==> src/sv/bda_pkg.sv <==
// Shared constants and weight table for the binary to decimal ASCII converter.
package bda_pkg;

  localparam int Decades = 5;
  localparam int StepsPerDecade = 4;
  localparam int WeightCount = Decades * StepsPerDecade;

  localparam int MagWidth = 16;
  localparam int WeightWidth = 17;
  localparam int DecadeWidth = $clog2(Decades);
  localparam int StepWidth = $clog2(StepsPerDecade);
  localparam int WeightIndexWidth = $clog2(WeightCount);

  localparam logic [7:0] AsciiZero = 8'd48;
  localparam logic [7:0] AsciiMinus = 8'h2D;
  localparam logic [7:0] AsciiNul = 8'h00;

  localparam logic [DecadeWidth-1:0] LastDecade = DecadeWidth'(Decades - 1);
  localparam logic [StepWidth-1:0] LastStep = StepWidth'(StepsPerDecade - 1);

  // Each decade weight scaled by 8, 4, 2 and 1, tried in that order.
  localparam logic [WeightWidth-1:0] Weights [WeightCount] = '{
    17'd80000, 17'd40000, 17'd20000, 17'd10000,
    17'd8000,  17'd4000,  17'd2000,  17'd1000,
    17'd800,   17'd400,   17'd200,   17'd100,
    17'd80,    17'd40,    17'd20,    17'd10,
    17'd8,     17'd4,     17'd2,     17'd1
  };

  typedef struct packed {
    logic                take;
    logic [MagWidth-1:0] remainder;
  } step_result_t;

endpackage

==> src/sv/bda_step_unit.sv <==
// Shared compare-subtract unit: one binary digit of a decimal digit per use.
module bda_step_unit
  import bda_pkg::*;
(
  input  logic [MagWidth-1:0]         remainder,
  input  logic [DecadeWidth-1:0]      decade,
  input  logic [StepWidth-1:0]        step,
  output step_result_t                result
);

  logic [WeightIndexWidth-1:0] index;
  logic [WeightWidth-1:0]      weight;
  logic [WeightWidth-1:0]      wide_rem;
  logic [WeightWidth-1:0]      diff;

  assign index = WeightIndexWidth'({decade, step});
  assign weight = Weights[index];
  assign wide_rem = {1'b0, remainder};
  assign diff = wide_rem - weight;

  always_comb begin
    result.take = (wide_rem >= weight);
    result.remainder = result.take ? diff[MagWidth-1:0] : remainder;
  end

endmodule

==> src/sv/binary_to_decimal_ascii_unit.sv <==
// Top level: sequencer that turns a 16-bit value into decimal ASCII characters.
// An item is taken when start is high and busy is low. For a negative signed value the '-' is
// produced in the cycle after the item is taken. Each decimal digit is then found by four
// compare-subtract steps of one shared unit against 8, 4, 2 and 1 times the decade weight, and
// a digit leaves in the cycle after its fourth step unless it is a leading zero of an earlier decade;
// the NUL follows in the cycle after the last digit.
// Characters appear on character/last for a single cycle each with strobe high; the receiver
// cannot stall them, and the block holds no more than the one output register.
module binary_to_decimal_ascii_unit
  import bda_pkg::*;
(
  input  logic        clk,
  input  logic        rst,
  input  logic        start,
  output logic        busy,
  input  logic        operation,
  input  logic [15:0] value,
  output logic        strobe,
  output logic [7:0]  character,
  output logic        last
);

  localparam logic [1:0] StIdle = 2'd0;
  localparam logic [1:0] StDigit = 2'd1;
  localparam logic [1:0] StNul = 2'd2;

  logic [1:0]             state;
  logic [MagWidth-1:0]    mag;
  logic [DecadeWidth-1:0] decade;
  logic [StepWidth-1:0]   step;
  logic [3:0]             digit;
  logic                   started;

  step_result_t           unit_out;
  logic [3:0]             digit_full;
  logic                   negative;
  logic                   emit_digit;

  bda_step_unit u_step (
    .remainder (mag),
    .decade    (decade),
    .step      (step),
    .result    (unit_out)
  );

  assign busy = (state != StIdle);
  assign negative = operation & value[15];
  assign digit_full = (step == '0) ? {3'b000, unit_out.take} : {digit[2:0], unit_out.take};
  assign emit_digit = (step == LastStep) &&
                      ((digit_full != 4'd0) || started || (decade == LastDecade));

  always_ff @(posedge clk) begin
    if (rst) begin
      state <= StIdle;
      strobe <= 1'b0;
      started <= 1'b0;
      decade <= '0;
      step <= '0;
    end else begin
      strobe <= 1'b0;
      case (state)
        StIdle: begin
          if (start) begin
            mag <= negative ? (~value + 16'd1) : value;
            decade <= '0;
            step <= '0;
            started <= 1'b0;
            state <= StDigit;
            if (negative) begin
              strobe <= 1'b1;
              character <= AsciiMinus;
              last <= 1'b0;
            end
          end
        end
        StDigit: begin
          mag <= unit_out.remainder;
          digit <= digit_full;
          step <= step + StepWidth'(1);
          if (emit_digit) begin
            started <= 1'b1;
            strobe <= 1'b1;
            character <= AsciiZero + {4'd0, digit_full};
            last <= 1'b0;
          end
          if (step == LastStep) begin
            if (decade == LastDecade) begin
              state <= StNul;
            end else begin
              decade <= decade + DecadeWidth'(1);
            end
          end
        end
        StNul: begin
          strobe <= 1'b1;
          character <= AsciiNul;
          last <= 1'b1;
          state <= StIdle;
        end
        default: begin
          state <= StIdle;
        end
      endcase
    end
  end

endmodule

==> config.mk <==
export PLATFORM = sky130hd
export DESIGN_NAME = binary_to_decimal_ascii_unit
export DESIGN_NICKNAME = d
export VERILOG_FILES = /design/src/sv/bda_pkg.sv /design/src/sv/bda_step_unit.sv /design/src/sv/binary_to_decimal_ascii_unit.sv
export SDC_FILE = /design/constraint.sdc
export NUM_CORES = 1
export LEC_CHECK = 0
export ABC_AREA = 1
export ABC_CLOCK_PERIOD_IN_PS = 8940
export BUFFER_PORTS_ARGS = -buffer_cell sky130_fd_sc_hd__buf_2
export CAP_MARGIN = 10
export CORE_MARGIN = 5
export CORE_UTILIZATION = 55
export CTS_BUF_LIST = sky130_fd_sc_hd__clkbuf_16
export CTS_CLUSTER_SIZE = 28
export DETAILED_ROUTE_END_ITERATION = 8
export GPL_TIMING_DRIVEN = 0
export PLACE_DENSITY = 0.75
export SLEW_MARGIN = 0
export SYNTH_ARGS = -nofsm -noshare
export SYNTH_HDL_FRONTEND = slang
export SYNTH_SLANG_ARGS = --single-unit
==> constraint.sdc <==
create_clock -name clk -period 8.94 [get_ports clk]
set_clock_uncertainty 0.2 [all_clocks]
set_input_delay 1.788 -clock clk [delete_from_list [all_inputs] [get_ports clk]]
set_output_delay 1.788 -clock clk [all_outputs]
set_load 0.01 [all_outputs]
-- Word level (Yosys, flattened, before mapping)
Memories as Yosys holds them, arrays and structs flattened.
Index checks and enable logic that the tools add are counted.
- flip-flop bits (word level): 37
- memory bits (read-only): 544
- input bits: 20
- output and inout bits: 11
- word-level logic and storage cells: 80
- memories: 1
- add/sub/neg operators: 5
- order comparisons: 2
- eq/ne operators: 11
- mux-type cells: 32
- bitwise gates (word level): 4
- reductions and logical operators: 16
- memory list (memory ; depth ; bits a word ; rd ports ; clocked after memory_dff ; write ports ; RTL line ; RTL):
    (no name shown) ; 32 ; 17 ; 1 ; 0 ; 0 ; bda_step_unit.sv:17 ; assign weight = Weights[index];
- operator list (operator ; count):
    $mux W16 ; 3
    $mux W17 ; 2
    $pmux W16 S2 ; 1
    $mux W8 ; 3
    $pmux W8 S3 ; 1
    $ge A16 B17 Y1 ; 1
    $add A16 B1 Y16 const B ; 1
    $not A16 Y16 ; 1
    $sub A16 B16 Y16 ; 1
    $ne A2 B2 Y1 const B ; 7
    $mux W3 ; 3
    $mux W1 ; 8
    $mux W2 ; 4
    $pmux W2 S2 ; 2
    $reduce_and A4 Y1 ; 2
    $add A6 B4 Y7 const A ; 1
    $ge A6 B6 Y1 const B ; 1
    $not A5 Y6 ; 1
    $pmux W1 S3 ; 2
    $pmux W3 S2 ; 1
    $reduce_and A3 Y1 ; 2
    $reduce_and A5 Y1 ; 1
    $eq A2 B2 Y1 const B ; 2
    $logic_not A2 Y1 ; 2
    other kinds (14) ; 17

-- Longest topological paths before layout
- depth in word-level cells: 12
- depth in mapped cells: 21
- depth with buffers taken out: 21

-- Modules after synthesis
A second synthesis with hierarchy kept.
- cell total of the unflattened synthesis: 573
- area total of the unflattened synthesis: 3724.8 µm²
- by module, submodules not included (module ; instances ; cells each ; area an instance (µm²) ; seq. area each (µm²)):
    binary_to_decimal_ascii_unit ; 1 ; 244 ; 2000.7 ; 960.9
    bda_step_unit ; 1 ; 329 ; 1724.2 ; 0.0

-- Worst setup path before layout
OpenSTA, ideal clock, no wires.
- path type: register to register
- start: register step[0]
- end: register mag[0], enable pin
- setup time: 0.414 ns
- data arrival time: 3.311 ns
- required time: 8.326 ns
- path slack: 5.015 ns
- cell stages (with the launch flop): 14
- period minus slack after synthesis: 3.925 ns
- path through: dfxtp_1 > inv_1 > ha_1 > a21oi_1 > a22oi_1 > ha_1 > nand2_1 > nor2_1 > nand3_1 > nand3_2 > nand2_1 > nand2_1 > nand2_1 > a211oi_1
- longest elaborated chain between the ends: 7
- RTL lines (item ; RTL line ; RTL):
    start, declared ; binary_to_decimal_ascii_unit.sv:30 ; logic [StepWidth-1:0] step;
    start signal, assigned ; binary_to_decimal_ascii_unit.sv:79 ; step <= step + StepWidth'(1);
    $not A5 Y6 (implied by the code) ; bda_step_unit.sv:17 ;
    $mem_v2 Z32 W17 ; - ;
    $mux W17 (implied by the code) (2 in a row) ; bda_step_unit.sv:17 ;
    $ge A16 B17 Y1 ; bda_step_unit.sv:22 ; result.take = (wide_rem >= weight);
    $ne A2 B2 Y1 (no line) ; - ;
    $reduce_and A4 Y1 (no line) ; - ;
    end signal, assigned ; binary_to_decimal_ascii_unit.sv:64 ; mag <= negative ? (~value + 16'd1) : value;
    end signal, assigned ; binary_to_decimal_ascii_unit.sv:77 ; mag <= unit_out.remainder;
    end, declared ; binary_to_decimal_ascii_unit.sv:28 ; logic [MagWidth-1:0] mag;
No other way between the ends. The select of a mux whose other input is x is not followed.
A chain may end at the register's enable or synchronous reset.

-- Final worst setup path
- start: register step[1]
- end: register mag[3], enable pin
The elaborated chain is that of the path after synthesis.

==> run_summary.xml <==
<?xml version="1.0" encoding="UTF-8"?>
<metrics>
  <group name="run_status">
    <metric name="outcome" unit="">finished, final reports clean</metric>
  </group>
  <group name="pwr">
    <metric name="power.ir.vdd_worst" unit="V">0.000147</metric>
    <metric name="pwr_density_cell" unit="mW/mm2">378</metric>
    <metric name="total_leakage_power" unit="nW">1.74</metric>
  </group>
  <group name="grt">
    <metric name="grt_antenna_before_repair" unit="">0</metric>
    <metric name="via_count_of_the_first_global_routing_pass" unit="">2849</metric>
    <metric name="grt_first_pass_wirelength" unit="um">12800</metric>
    <metric name="grt_remaining_overflow" unit="">0</metric>
    <metric name="track_usage" unit="">0.220</metric>
    <metric name="maximum_number_of_pins_on_one_net_before_global_route_repair" unit="">17</metric>
  </group>
  <group name="setup_path">
    <metric name="crit_fanout" unit="">16</metric>
    <metric name="setup.worst_path.start" unit="">step[1]</metric>
    <metric name="timing_worst_setup_path_type" unit="">flop to flop</metric>
    <metric name="worstReg2RegStart" unit="">step[1]</metric>
    <metric name="cp-endpoint" unit="">mag[3]</metric>
    <metric name="number_of_cells_on_the_worst_reg_to_reg_path" unit="">16</metric>
    <metric name="worst_path_max_delay_cell" unit="">a211oi_4</metric>
    <metric name="register_to_register_setup_slack" unit="ns">5.01</metric>
    <metric name="regToRegEndpoint" unit="">mag[3]</metric>
    <metric name="cp_slowest_stage_delay" unit="ns">0.85</metric>
    <metric name="crit_path_frequent_cell" unit="">nand2_1</metric>
    <metric name="critical_path_cell_list" unit="">inv_1 &gt; ha_1 &gt; nor2_1 &gt; o31ai_1 &gt; inv_1 &gt; ha_1 &gt; nand2_1 &gt; inv_1 &gt; nand2_1 &gt; nor2_1 &gt; nand2_1 &gt; nand3_1 &gt; nand2_1 &gt; nand2_1 &gt; nand2_1 &gt; a211oi_4</metric>
    <metric name="wp_data_arrival" unit="ns">3.64</metric>
    <metric name="critical_path.endpoint_type" unit="">flop</metric>
    <metric name="startpoint_type" unit="">flop</metric>
    <metric name="required" unit="ns">8.64</metric>
  </group>
  <group name="sta">
    <metric name="hold_viol" unit="">0</metric>
    <metric name="worst_slack" unit="ns">5.01</metric>
    <metric name="slew_headroom" unit="">0.356</metric>
    <metric name="totalNegativeSetupSlack" unit="ns">0</metric>
    <metric name="worst-slew-pin-transition" unit="ns">0.962</metric>
    <metric name="period_share" unit="">0.440</metric>
    <metric name="drv_slew" unit="">0</metric>
    <metric name="setup_viol_count_final" unit="">0</metric>
    <metric name="fmax" unit="MHz">254</metric>
    <metric name="finalWorstPathRequiredPeriod" unit="ns">3.93</metric>
    <metric name="rsz0062_at_grt" unit="">false</metric>
  </group>
  <group name="logic_synthesis">
    <metric name="synth_largest_type_area_fraction" unit="">0.249</metric>
    <metric name="synth.avg_cell_area" unit="um2">7.13</metric>
    <metric name="combinational_family_with_the_most_area_after_synthesis" unit="">simple AND/OR/NAND/NOR gates</metric>
    <metric name="synth.lib_cells_used.distinct" unit="">43</metric>
    <metric name="synthXorXnorAreaFrac" unit="">0.0140</metric>
    <metric name="yosysTopAreaCell" unit="">edfxtp_1</metric>
    <metric name="post_synth_most_frequent_cells" unit="">103 x nand2_1, 72 x inv_1, 38 x a21oi_1</metric>
    <metric name="synthesis.area" unit="mm2">0.00314</metric>
    <metric name="async_reset_ff_frac" unit="">0</metric>
    <metric name="area_contributors_post_synth" unit="">edfxtp_1 25%, ha_1 12%, nand2_1 12%</metric>
    <metric name="post_synth_mux_area_share" unit="">0</metric>
    <metric name="seq_area_frac_synth" unit="">0.306</metric>
    <metric name="synth-compound-area-share" unit="">0.180</metric>
    <metric name="synth_adder_area_share" unit="">0.130</metric>
    <metric name="synth_ff_type" unit="">edfxtp_1</metric>
    <metric name="synthCells" unit="">440</metric>
    <metric name="postSynthRegisterBits" unit="">35</metric>
    <metric name="yosys_warnings" unit="">0</metric>
    <metric name="post_synth_and_or_nand_nor_area_fraction" unit="">0.256</metric>
    <metric name="synth_edf_count" unit="">26</metric>
    <metric name="yosysMostFrequentCell" unit="">nand2_1</metric>
  </group>
  <group name="clock_tree">
    <metric name="cts_buffers" unit="">5</metric>
    <metric name="clock_sink_count" unit="">35</metric>
    <metric name="cts_root_buffer" unit="">clkbuf_16</metric>
    <metric name="clkSlewWorstSetupHoldPaths" unit="ns">0.06</metric>
    <metric name="cts_setup_buffers" unit="">0</metric>
    <metric name="postCtsHoldBufs" unit="">0</metric>
    <metric name="max_root_sink_buffers" unit="">2</metric>
    <metric name="tritoncts" unit="">yes</metric>
    <metric name="worst_skew_pair_later_pin_latency" unit="ns">0.28</metric>
    <metric name="post_cts_sizing_count" unit="">0</metric>
    <metric name="cts_htree_levels" unit="">2</metric>
  </group>
  <group name="floorplanning">
    <metric name="dieWidth" unit="um">85.5</metric>
    <metric name="fp.dieH" unit="um">85.5</metric>
    <metric name="die_area" unit="mm2">0.00731</metric>
    <metric name="floorplan.initialDensity" unit="">0.566</metric>
    <metric name="boundaryPins" unit="">31</metric>
    <metric name="placeableCoreArea" unit="mm2">0.00554</metric>
    <metric name="fp-row-count" unit="">27</metric>
  </group>
  <group name="finish">
    <metric name="syn_to_final_growth" unit="%">13.8</metric>
    <metric name="final_layout_size_suffix_gt1_frac" unit="">0.132</metric>
    <metric name="layout_filler_cell_count" unit="">478</metric>
    <metric name="number_of_antenna_diodes" unit="">0</metric>
    <metric name="layout.nets" unit="">527</metric>
  </group>
  <group name="job">
    <metric name="cap_violations" unit="">0</metric>
  </group>
  <group name="detailed_routing">
    <metric name="avgViaCountPerCell" unit="">5.43</metric>
    <metric name="drt_drc_violations_left" unit="">0</metric>
    <metric name="drt-total-wl" unit="um">7640</metric>
    <metric name="routed-via-count" unit="">2975</metric>
    <metric name="drt-pass1-iter-count" unit="">5</metric>
    <metric name="antenna_left" unit="">0</metric>
    <metric name="number_of_violations_reported_at_the_end_of_detailed_routing_iteration_0" unit="">209</metric>
    <metric name="wl_per_cell" unit="um">13.9</metric>
  </group>
  <group name="hold_path">
    <metric name="holdCritPathClass" unit="">flop to flop</metric>
    <metric name="worst_hold_path_depth" unit="">2</metric>
  </group>
  <group name="placed_design">
    <metric name="place.detailed.hpwl" unit="um">5990</metric>
    <metric name="routabilityCongestion" unit="">0.883</metric>
    <metric name="pre_cts_ws" unit="ns">5.02</metric>
    <metric name="port-buffer-count" unit="">27</metric>
  </group>
</metrics>
## state kept, by name, summed over array words and instances, names as in the netlist
register   count
mag           16
character      6
decade         3
digit          3
state          2
step           2
last           1
started        1
strobe         1
## power by group
part	switching (W)	leakage, nW	internal (W)
sequential	0.0000220	0.313	0.000250
clock	0.0000692	0.0900	0.000160
combinational	0.000554	1.33	0.000296
total	0.000645	1.74	0.000706
## metrics by stage
step | power, W | utilization | instance area (um2) | cells | hold WS [ns]
after global routing | 0.00148 | 0.644 | 3570 | 548 | 0.296
after floorplan | 0.000909 | - | 3140 | 441 | 0.239
after CTS | 0.00134 | 0.644 | 3570 | 548 | 0.272
after global placement | 0.00108 | 0.607 | 3360 | 540 | 0.255
after detailed placement | 0.00111 | 0.610 | 3380 | 540 | 0.264
final | 0.00135 | 0.644 | 3570 | 548 | 0.273
## final cells by class
cell class / count / area [um2] / share of cell area
sequential: 35 / 961 / 0.269
inverter: 73 / 274 / 0.0768
buffer: 13 / 77.6 / 0.0217
timing repair buffer: 27 / 135 / 0.0379
clock inverter: 3 / 67.6 / 0.0189
tap: 72 / 90.1 / 0.0252
multi-input combinational: 320 / 1840 / 0.515
clock buffer: 5 / 125 / 0.0351
## critical path, delay by kind of cell (launching register included)
kind / cells / cell delay, ns
AO/OA/AOI/OAI: 2 / 1.10
AND/OR/NAND/NOR: 9 / 0.81
adder cells (fa/ha/maj): 2 / 0.68
flip-flops: 1 / 0.37
buffers and inverters: 3 / 0.37
## placed cells by master, fill, tap and decap left out, drive strengths merged, types with 4 or more instances in the layout
cell type    n
edfxtp      26
o21ai       36
a22oi        4
ha          31
dfxtp        9
clkbuf       8
nor2        33
buf         37
nand3       25
nand2      107
nor3         8
a21oi       38
inv         73
## worst min path at each step
stage	startpoint	endpoint
3_3_place_gp	started	started
5_1_grt	started	started
2_1_floorplan	started	started
3_5_place_dp	started	started
4_1_cts	started	started
6_report	started	started
## kinds of logic (layout without fill, tap and decap cells)
family,count (synthesis),in the layout
buffers and inverters,86,121
AND/OR/NAND/NOR,182,182
other,1,2
AO/OA/AOI/OAI,99,99
adder cells (fa/ha/maj),32,32
flip-flops,35,35
XOR/XNOR,5,5
## per-layer routing
metal	vias up	routed length [um]	GRT usage
met5	-	0	0
met4	0	216	0.108
met3	21	492	0.0269
met2	113	3610	0.379
met1	1320	3320	0.272
li1	1521	-	-
No activity file was read; power rests on OpenSTA's default activity.
